**src/sbda_pkg.sv**
```systemverilog
package sbda_pkg;

    localparam int unsigned ValueWidth = 64;
    localparam int unsigned CharWidth  = 6;
    localparam int unsigned NumDigits  = 20;
    localparam int unsigned CountWidth = 5;

    localparam logic [CharWidth-1:0] CharMinus = 6'd45;
    localparam logic [CharWidth-1:0] CharZero  = 6'd48;

    typedef logic [ValueWidth-1:0] t_value;
    typedef logic [3:0]            t_digit;
    typedef logic [CountWidth-1:0] t_count;

    // Number as BCD digits plus sign, passed from converter to serialiser
    typedef struct packed {
        logic                        neg;
        logic [NumDigits-1:0][3:0]   bcd;
        t_count                      nd;
    } t_conv;

endpackage

```
**src/signed_binary_to_decimal_ascii.sv**
```systemverilog
// Signed 64-bit integer to decimal ASCII text.
// Input channel: i_valid/o_ready with i_value, one integer per item.
// Output channel: o_valid/i_ready with o_char_code and o_last, one
// character per item, most significant first; a negative number starts
// with '-', and o_last marks the final digit.
// The conversion pipeline is Stages register stages of double-dabble,
// each shifting 64/Stages magnitude bits; a number passes through these
// stages, the serialiser's load registers and the output register.
// The serialiser loads a number and then emits one character per cycle
// while the output is not stalled; it takes no new number until it has
// registered the last character, and the pipeline holds further numbers meanwhile.
// A receiver stall holds the current character; the serialiser and
// pipeline stages fill and then hold, so nothing is lost or repeated.
// Reset clears all valid flags; no item is in flight afterwards.
module signed_binary_to_decimal_ascii #(
    parameter int unsigned Stages = 8
) (
    input  logic                           i_clk,
    input  logic                           i_rst_n,
    input  logic                           i_valid,
    output logic                           o_ready,
    input  logic signed [63:0]             i_value,
    output logic                           o_valid,
    input  logic                           i_ready,
    output logic [sbda_pkg::CharWidth-1:0] o_char_code,
    output logic                           o_last
);
    import sbda_pkg::*;

    logic  cv_valid;
    logic  cv_ready;
    t_conv cv_data;

    sbda_conv #(.Stages(Stages)) u_conv (
        .i_clk   (i_clk),
        .i_rst_n (i_rst_n),
        .i_valid (i_valid),
        .o_ready (o_ready),
        .i_value (t_value'(i_value)),
        .o_valid (cv_valid),
        .i_ready (cv_ready),
        .o_conv  (cv_data)
    );

    sbda_ser u_ser (
        .i_clk       (i_clk),
        .i_rst_n     (i_rst_n),
        .i_valid     (cv_valid),
        .o_ready     (cv_ready),
        .i_conv      (cv_data),
        .o_valid     (o_valid),
        .i_ready     (i_ready),
        .o_char_code (o_char_code),
        .o_last      (o_last)
    );

endmodule

```
**src/sbda_conv.sv**
```systemverilog
// Pipelined double-dabble: Stages register stages, each handling a slice
// of the magnitude bits.
module sbda_conv #(
    parameter int unsigned Stages = 8
) (
    input  logic           i_clk,
    input  logic           i_rst_n,
    input  logic           i_valid,
    output logic           o_ready,
    input  sbda_pkg::t_value i_value,
    output logic           o_valid,
    input  logic           i_ready,
    output sbda_pkg::t_conv o_conv
);
    import sbda_pkg::*;

    localparam int unsigned BitsPerStage = ValueWidth / Stages;

    typedef struct packed {
        logic                      neg;
        logic [NumDigits-1:0][3:0] bcd;
        t_value                    mag;
    } t_work;

    logic  [Stages-1:0] r_vld;
    t_work              r_stg [Stages];
    t_work              n_stg [Stages];
    logic  [Stages:0]   adv;
    t_work              stg_in;

    // Advance when the stage ahead is empty or moving
    always_comb begin
        adv[Stages] = i_ready || !r_vld[Stages-1];
        for (int s = Stages - 1; s >= 1; s--) begin
            adv[s] = adv[s+1] || !r_vld[s-1];
        end
        adv[0] = adv[1];
    end
    assign o_ready = adv[0];

    // Form the magnitude on entry
    always_comb begin
        stg_in.neg = i_value[ValueWidth-1];
        stg_in.bcd = '0;
        stg_in.mag = i_value[ValueWidth-1] ? (~i_value + 1'b1) : i_value;
    end

    // Shift-add-3 over a slice of bits in each stage
    always_comb begin
        t_work w;
        for (int s = 0; s < Stages; s++) begin
            if (s == 0) begin
                w = stg_in;
            end else begin
                w = r_stg[s-1];
            end
            for (int b = 0; b < BitsPerStage; b++) begin
                for (int d = 0; d < NumDigits; d++) begin
                    if (w.bcd[d] >= 4'd5) begin
                        w.bcd[d] = w.bcd[d] + 4'd3;
                    end
                end
                {w.bcd, w.mag} = {w.bcd, w.mag} << 1;
            end
            n_stg[s] = w;
        end
    end

    always_ff @(posedge i_clk) begin
        if (!i_rst_n) begin
            r_vld <= '0;
        end else begin
            if (adv[1]) begin
                r_vld[0] <= i_valid;
            end
            for (int s = 1; s < Stages; s++) begin
                if (adv[s+1]) begin
                    r_vld[s] <= r_vld[s-1];
                end
            end
        end
    end

    always_ff @(posedge i_clk) begin
        for (int s = 0; s < Stages; s++) begin
            if (adv[s+1]) begin
                r_stg[s] <= n_stg[s];
            end
        end
    end

    // Count significant digits (at least one)
    always_comb begin
        o_conv.neg = r_stg[Stages-1].neg;
        o_conv.bcd = r_stg[Stages-1].bcd;
        o_conv.nd  = t_count'(1);
        for (int d = 1; d < NumDigits; d++) begin
            if (r_stg[Stages-1].bcd[d] != 4'd0) begin
                o_conv.nd = t_count'(d + 1);
            end
        end
    end
    assign o_valid = r_vld[Stages-1];

endmodule

```
**src/sbda_ser.sv**
```systemverilog
// Emit sign and digits one character per cycle while busy and unstalled, registered output.
module sbda_ser (
    input  logic                       i_clk,
    input  logic                       i_rst_n,
    input  logic                       i_valid,
    output logic                       o_ready,
    input  sbda_pkg::t_conv            i_conv,
    output logic                       o_valid,
    input  logic                       i_ready,
    output logic [sbda_pkg::CharWidth-1:0] o_char_code,
    output logic                       o_last
);
    import sbda_pkg::*;

    logic                      r_busy;
    logic                      r_sign;
    logic [NumDigits-1:0][3:0] r_bcd;
    t_count                    r_idx;
    logic                      r_ov;
    logic [CharWidth-1:0]      r_ch;
    logic                      r_last;
    logic                      out_free;

    assign out_free = !r_ov || i_ready;
    assign o_ready  = !r_busy;

    // Load a number, then step out one character per free output slot
    always_ff @(posedge i_clk) begin
        if (!i_rst_n) begin
            r_busy <= 1'b0;
            r_ov   <= 1'b0;
        end else begin
            if (r_busy && out_free) begin
                r_ov <= 1'b1;
            end else if (i_ready) begin
                r_ov <= 1'b0;
            end
            if (!r_busy && i_valid) begin
                r_busy <= 1'b1;
                r_sign <= i_conv.neg;
                r_bcd  <= i_conv.bcd;
                r_idx  <= i_conv.nd - 1'b1;
            end else if (r_busy && out_free) begin
                if (r_sign) begin
                    r_ch   <= CharMinus;
                    r_last <= 1'b0;
                    r_sign <= 1'b0;
                end else begin
                    r_ch   <= CharZero + {2'b00, r_bcd[r_idx]};
                    r_last <= (r_idx == '0);
                    if (r_idx == '0) begin
                        r_busy <= 1'b0;
                    end
                    r_idx <= r_idx - 1'b1;
                end
            end
        end
    end

    assign o_valid     = r_ov;
    assign o_char_code = r_ch;
    assign o_last      = r_last;

endmodule
```
**config.mk**
```make
export PLATFORM = sky130hd
export DESIGN_NAME = signed_binary_to_decimal_ascii
export DESIGN_NICKNAME = d
export VERILOG_FILES = /design/src/sbda_pkg.sv /design/src/signed_binary_to_decimal_ascii.sv /design/src/sbda_conv.sv /design/src/sbda_ser.sv
export SDC_FILE = /design/constraint.sdc
export NUM_CORES = 2
export LEC_CHECK = 0
export ABC_AREA = 1
export ABC_CLOCK_PERIOD_IN_PS = 35000
export BUFFER_PORTS_ARGS = -buffer_cell sky130_fd_sc_hd__buf_2
export CORE_UTILIZATION = 39
export DETAILED_ROUTE_END_ITERATION = 10
export SETUP_SLACK_MARGIN = 0.15
export SLEW_MARGIN = 20
export SYNTH_ARGS = -nofsm -noshare
export SYNTH_HDL_FRONTEND = slang
export SYNTH_SLANG_ARGS = --single-unit
```
**constraint.sdc**
```tcl
create_clock -name i_clk -period 35 [get_ports i_clk]
set_clock_uncertainty 0.2 [all_clocks]
set_input_delay 5.25 -clock i_clk [delete_from_list [all_inputs] [get_ports i_clk]]
set_output_delay 5.25 -clock i_clk [all_outputs]
set_load 0.02 [all_outputs]
```
==> metrics.cfg <==
[clocking]
clock-sinks=708
ctsHoldBuffers=0
cts_root_buf=clkbuf_16
postCtsSetupBuffers=0
htreeDepth=3
post_cts_resized=0
cts_buffer_depth=3
clk_pin_slew_worst_paths_ns=0.06
cts_inserted_buffers=92
clk_latency_ns=0.72
cts_tree=done

[floorplan]
dieWidth_um=482
row_count=175
die_h_um=482
core_area_um2=228000
start_util_pct=39.4
io_pins=77
dieArea_um2=233000

[setup_path]
crit_top_cell=nand2_1
crit_slowest_cell=nand3_1
crit_arrival_ns=12.82
required_ns=35.29
end_kind=register
slowest_delay_ns=0.51
critical_path_class=primary input to register
critPathMaxFanout=4
start_kind=primary input

[yosys]
synth_cells=13700
synth.avg_cell_area_um2=6.56
netlist_area_um2=90000
async_reset_ff_share_pct=0
ys_types=63
synth_fp_nets=14400
ys.flop_type=edfxtp_1
synth_edf_count=698
ys_warn_count=0
synth_seq_cells=708
yosysSeqAreaShare_pct=23.5

[final_layout]
fillers=23700
layout-drive-gt1-share_pct=13.3
utilization_pct=42.6
final_area_um2=97300
final_cell_mix=4675 x nand2_1, 2341 x inv_1, 1559 x nand3_1
nets=14500
final_common_cell=nand2_1
area_growth_pct=8.14

[route]
drcViolationCount=0
vias=80600
drt-pass1-iter-count=5
post_drt_wl_per_cell_um=10.3
ant_nets=0
drt_iter0_drc=3263
viasPerCell=4.75
wirelength_um=175000

[grt]
grt_pass1_wl_um=310000
grt_pass1_vias=73200
grt_antenna_before_repair=3
grt_max_degree=82
overflow=0
track_usage_pct=15.1

[sta]
setup_slack_ns=22.47
tns_ns=0
grt_setup_unrepaired=no
worstMarginPinSlew_ns=1.03
final.period_utilization_pct=35.8
min_period_ns=12.53
slew_viol_final=0
hold_viol=0
clock.fmax_mhz=79.8
max-slew-margin-rel_pct=31.2
finalSetupViolations=0

[hold_path]
hold_class=register to register

[run]
maxCapViolations=0

[placement]
dp_slack_ns=21.77
place.gp.congestion=0.818
port_buffers=75
post_dp_cell_area_um2=94200
place_hpwl_um=144000

[run_status]
status=completed

[cells in the mapped netlist (4+ instances only)]
master    count  share of area (%)
nand3b_1     84               0.70
o21ai_2     204                2.0
and2_2       26               0.22
a22oi_1       5              0.042
nand3_4      16               0.31
a21oi_2       4              0.039
o21ai_0     250                1.4
o21bai_1     26               0.22
nand3_1    1559                8.7
nor3_1       19               0.11
nor2_1      221               0.92
inv_2        37               0.15
a21o_1      154                1.3
clkbuf_1     20              0.083
a21boi_1      7              0.058
a21o_2       12               0.12
nor3_2        4              0.045
xor2_4        4               0.12
nand2_4      53               0.66
a21oi_1      96               0.53
xnor2_1      70               0.68
and2_1      189                1.3
nand2_2     667                4.6
o21ai_1     167               0.93
nand3_2     383                4.3
o31ai_1       5              0.042
inv_1      2347                9.8
dfxtp_1      10               0.22
or2_2        13              0.090
o211ai_1     23               0.19
nand2_1    4677                 20
o22ai_1      23               0.16
nor4_1       30               0.21
and2_4       37               0.36
clkinv_1      4              0.017
nor2_2        8              0.056
xor2_1      225                2.2
edfxtp_1    698                 23
o221ai_1      7              0.068
xnor2_2      24               0.43
xor2_2       49               0.89
a31o_2       55               0.54
nand4_1     589                4.1
ha_1        575                8.0
[path summary, 6_finish.rpt]
path | startpoint | end | slack, ns | cells past startpoint
setup / recovery | i_value[3] | u_conv.r_stg[0][57] | 22.47 | 49
hold / removal | u_conv.r_stg[0][40] | u_conv.r_stg[0][185] | 0.21 | 0
setup reg to reg | u_conv.r_stg[1][398] | u_conv.r_stg[1][544] | 28.23 | 40
hold reg to reg | u_conv.r_stg[0][40] | u_conv.r_stg[0][185] | 0.21 | 0
[worst max-delay path: cells and delay by family]
kind | cells | cell delay (ns)
AOI/OAI and AO/OA | 1 | 0.09
buffers and inverters | 8 | 0.59
and+or+nand+nor | 33 | 5.29
adders and majority gates | 5 | 1.02
xor gates and xnor gates | 2 | 0.55
[through the flow]
stage,cells,hold WS [ns]
4_1_cts,17000,0.204
3_5_place_dp,16800,0.205
5_1_grt,17000,0.218
6_report,17000,0.206
3_3_place_gp,16800,0.200
2_1_floorplan,13700,0.200
[sequential cells by signal (all words and copies together) (netlist names)]
register,count
u_ser.r_sign,1
u_ser.r_busy,1
u_conv.r_vld,8
u_ser.o_last,1
u_ser.o_char_code,5
u_ser.o_valid,1
u_ser.r_bcd,80
u_conv.r_stg,606
u_ser.r_idx,5
[area by class of cell]
| class | count | area (um^2) | area share [%] |
|---|---|---|---|
| Antenna cell | 1 | 2.50 | 0.00257 |
| Clock buffer | 104 | 2410 | 2.48 |
| Clock inverter | 65 | 712 | 0.732 |
| Inverter | 2388 | 8970 | 9.22 |
| Multi-Input combinational cell | 10600 | 59800 | 61.4 |
| Sequential cell | 708 | 21200 | 21.7 |
| Tap cell | 3009 | 3760 | 3.87 |
| Timing Repair Buffer | 90 | 488 | 0.502 |
[routing by layer]
metal  global-route usage (%)  vias to the layer above  share of wire (%)
met5                        0                        -                  0
met4                     2.80                        0                1.3
met3                     1.48                      123                1.9
met2                     28.2                      442                 48
met1                     18.6                    34800                 48
li1                         -                    45200                  -
[kinds of logic (layout without fill, tap and decap cells)]
kind of cell | Yosys count | after routing | share of synthesized area (%)
AO/OA/AOI/OAI | 1064 | 1064 | 7.87
XOR/XNOR | 373 | 373 | 4.34
adder cells (fa/ha/maj) | 575 | 575 | 8.00
buffers and inverters | 2410 | 2647 | 10.1
flip-flops | 708 | 708 | 23.5
other | 1 | 2 | 0.00417
AND/OR/NAND/NOR | 8579 | 8579 | 46.2
Power is left out: the tool's default activity adds up to more than one toggle a clock period on the data nets, which glitch-free logic cannot reach.
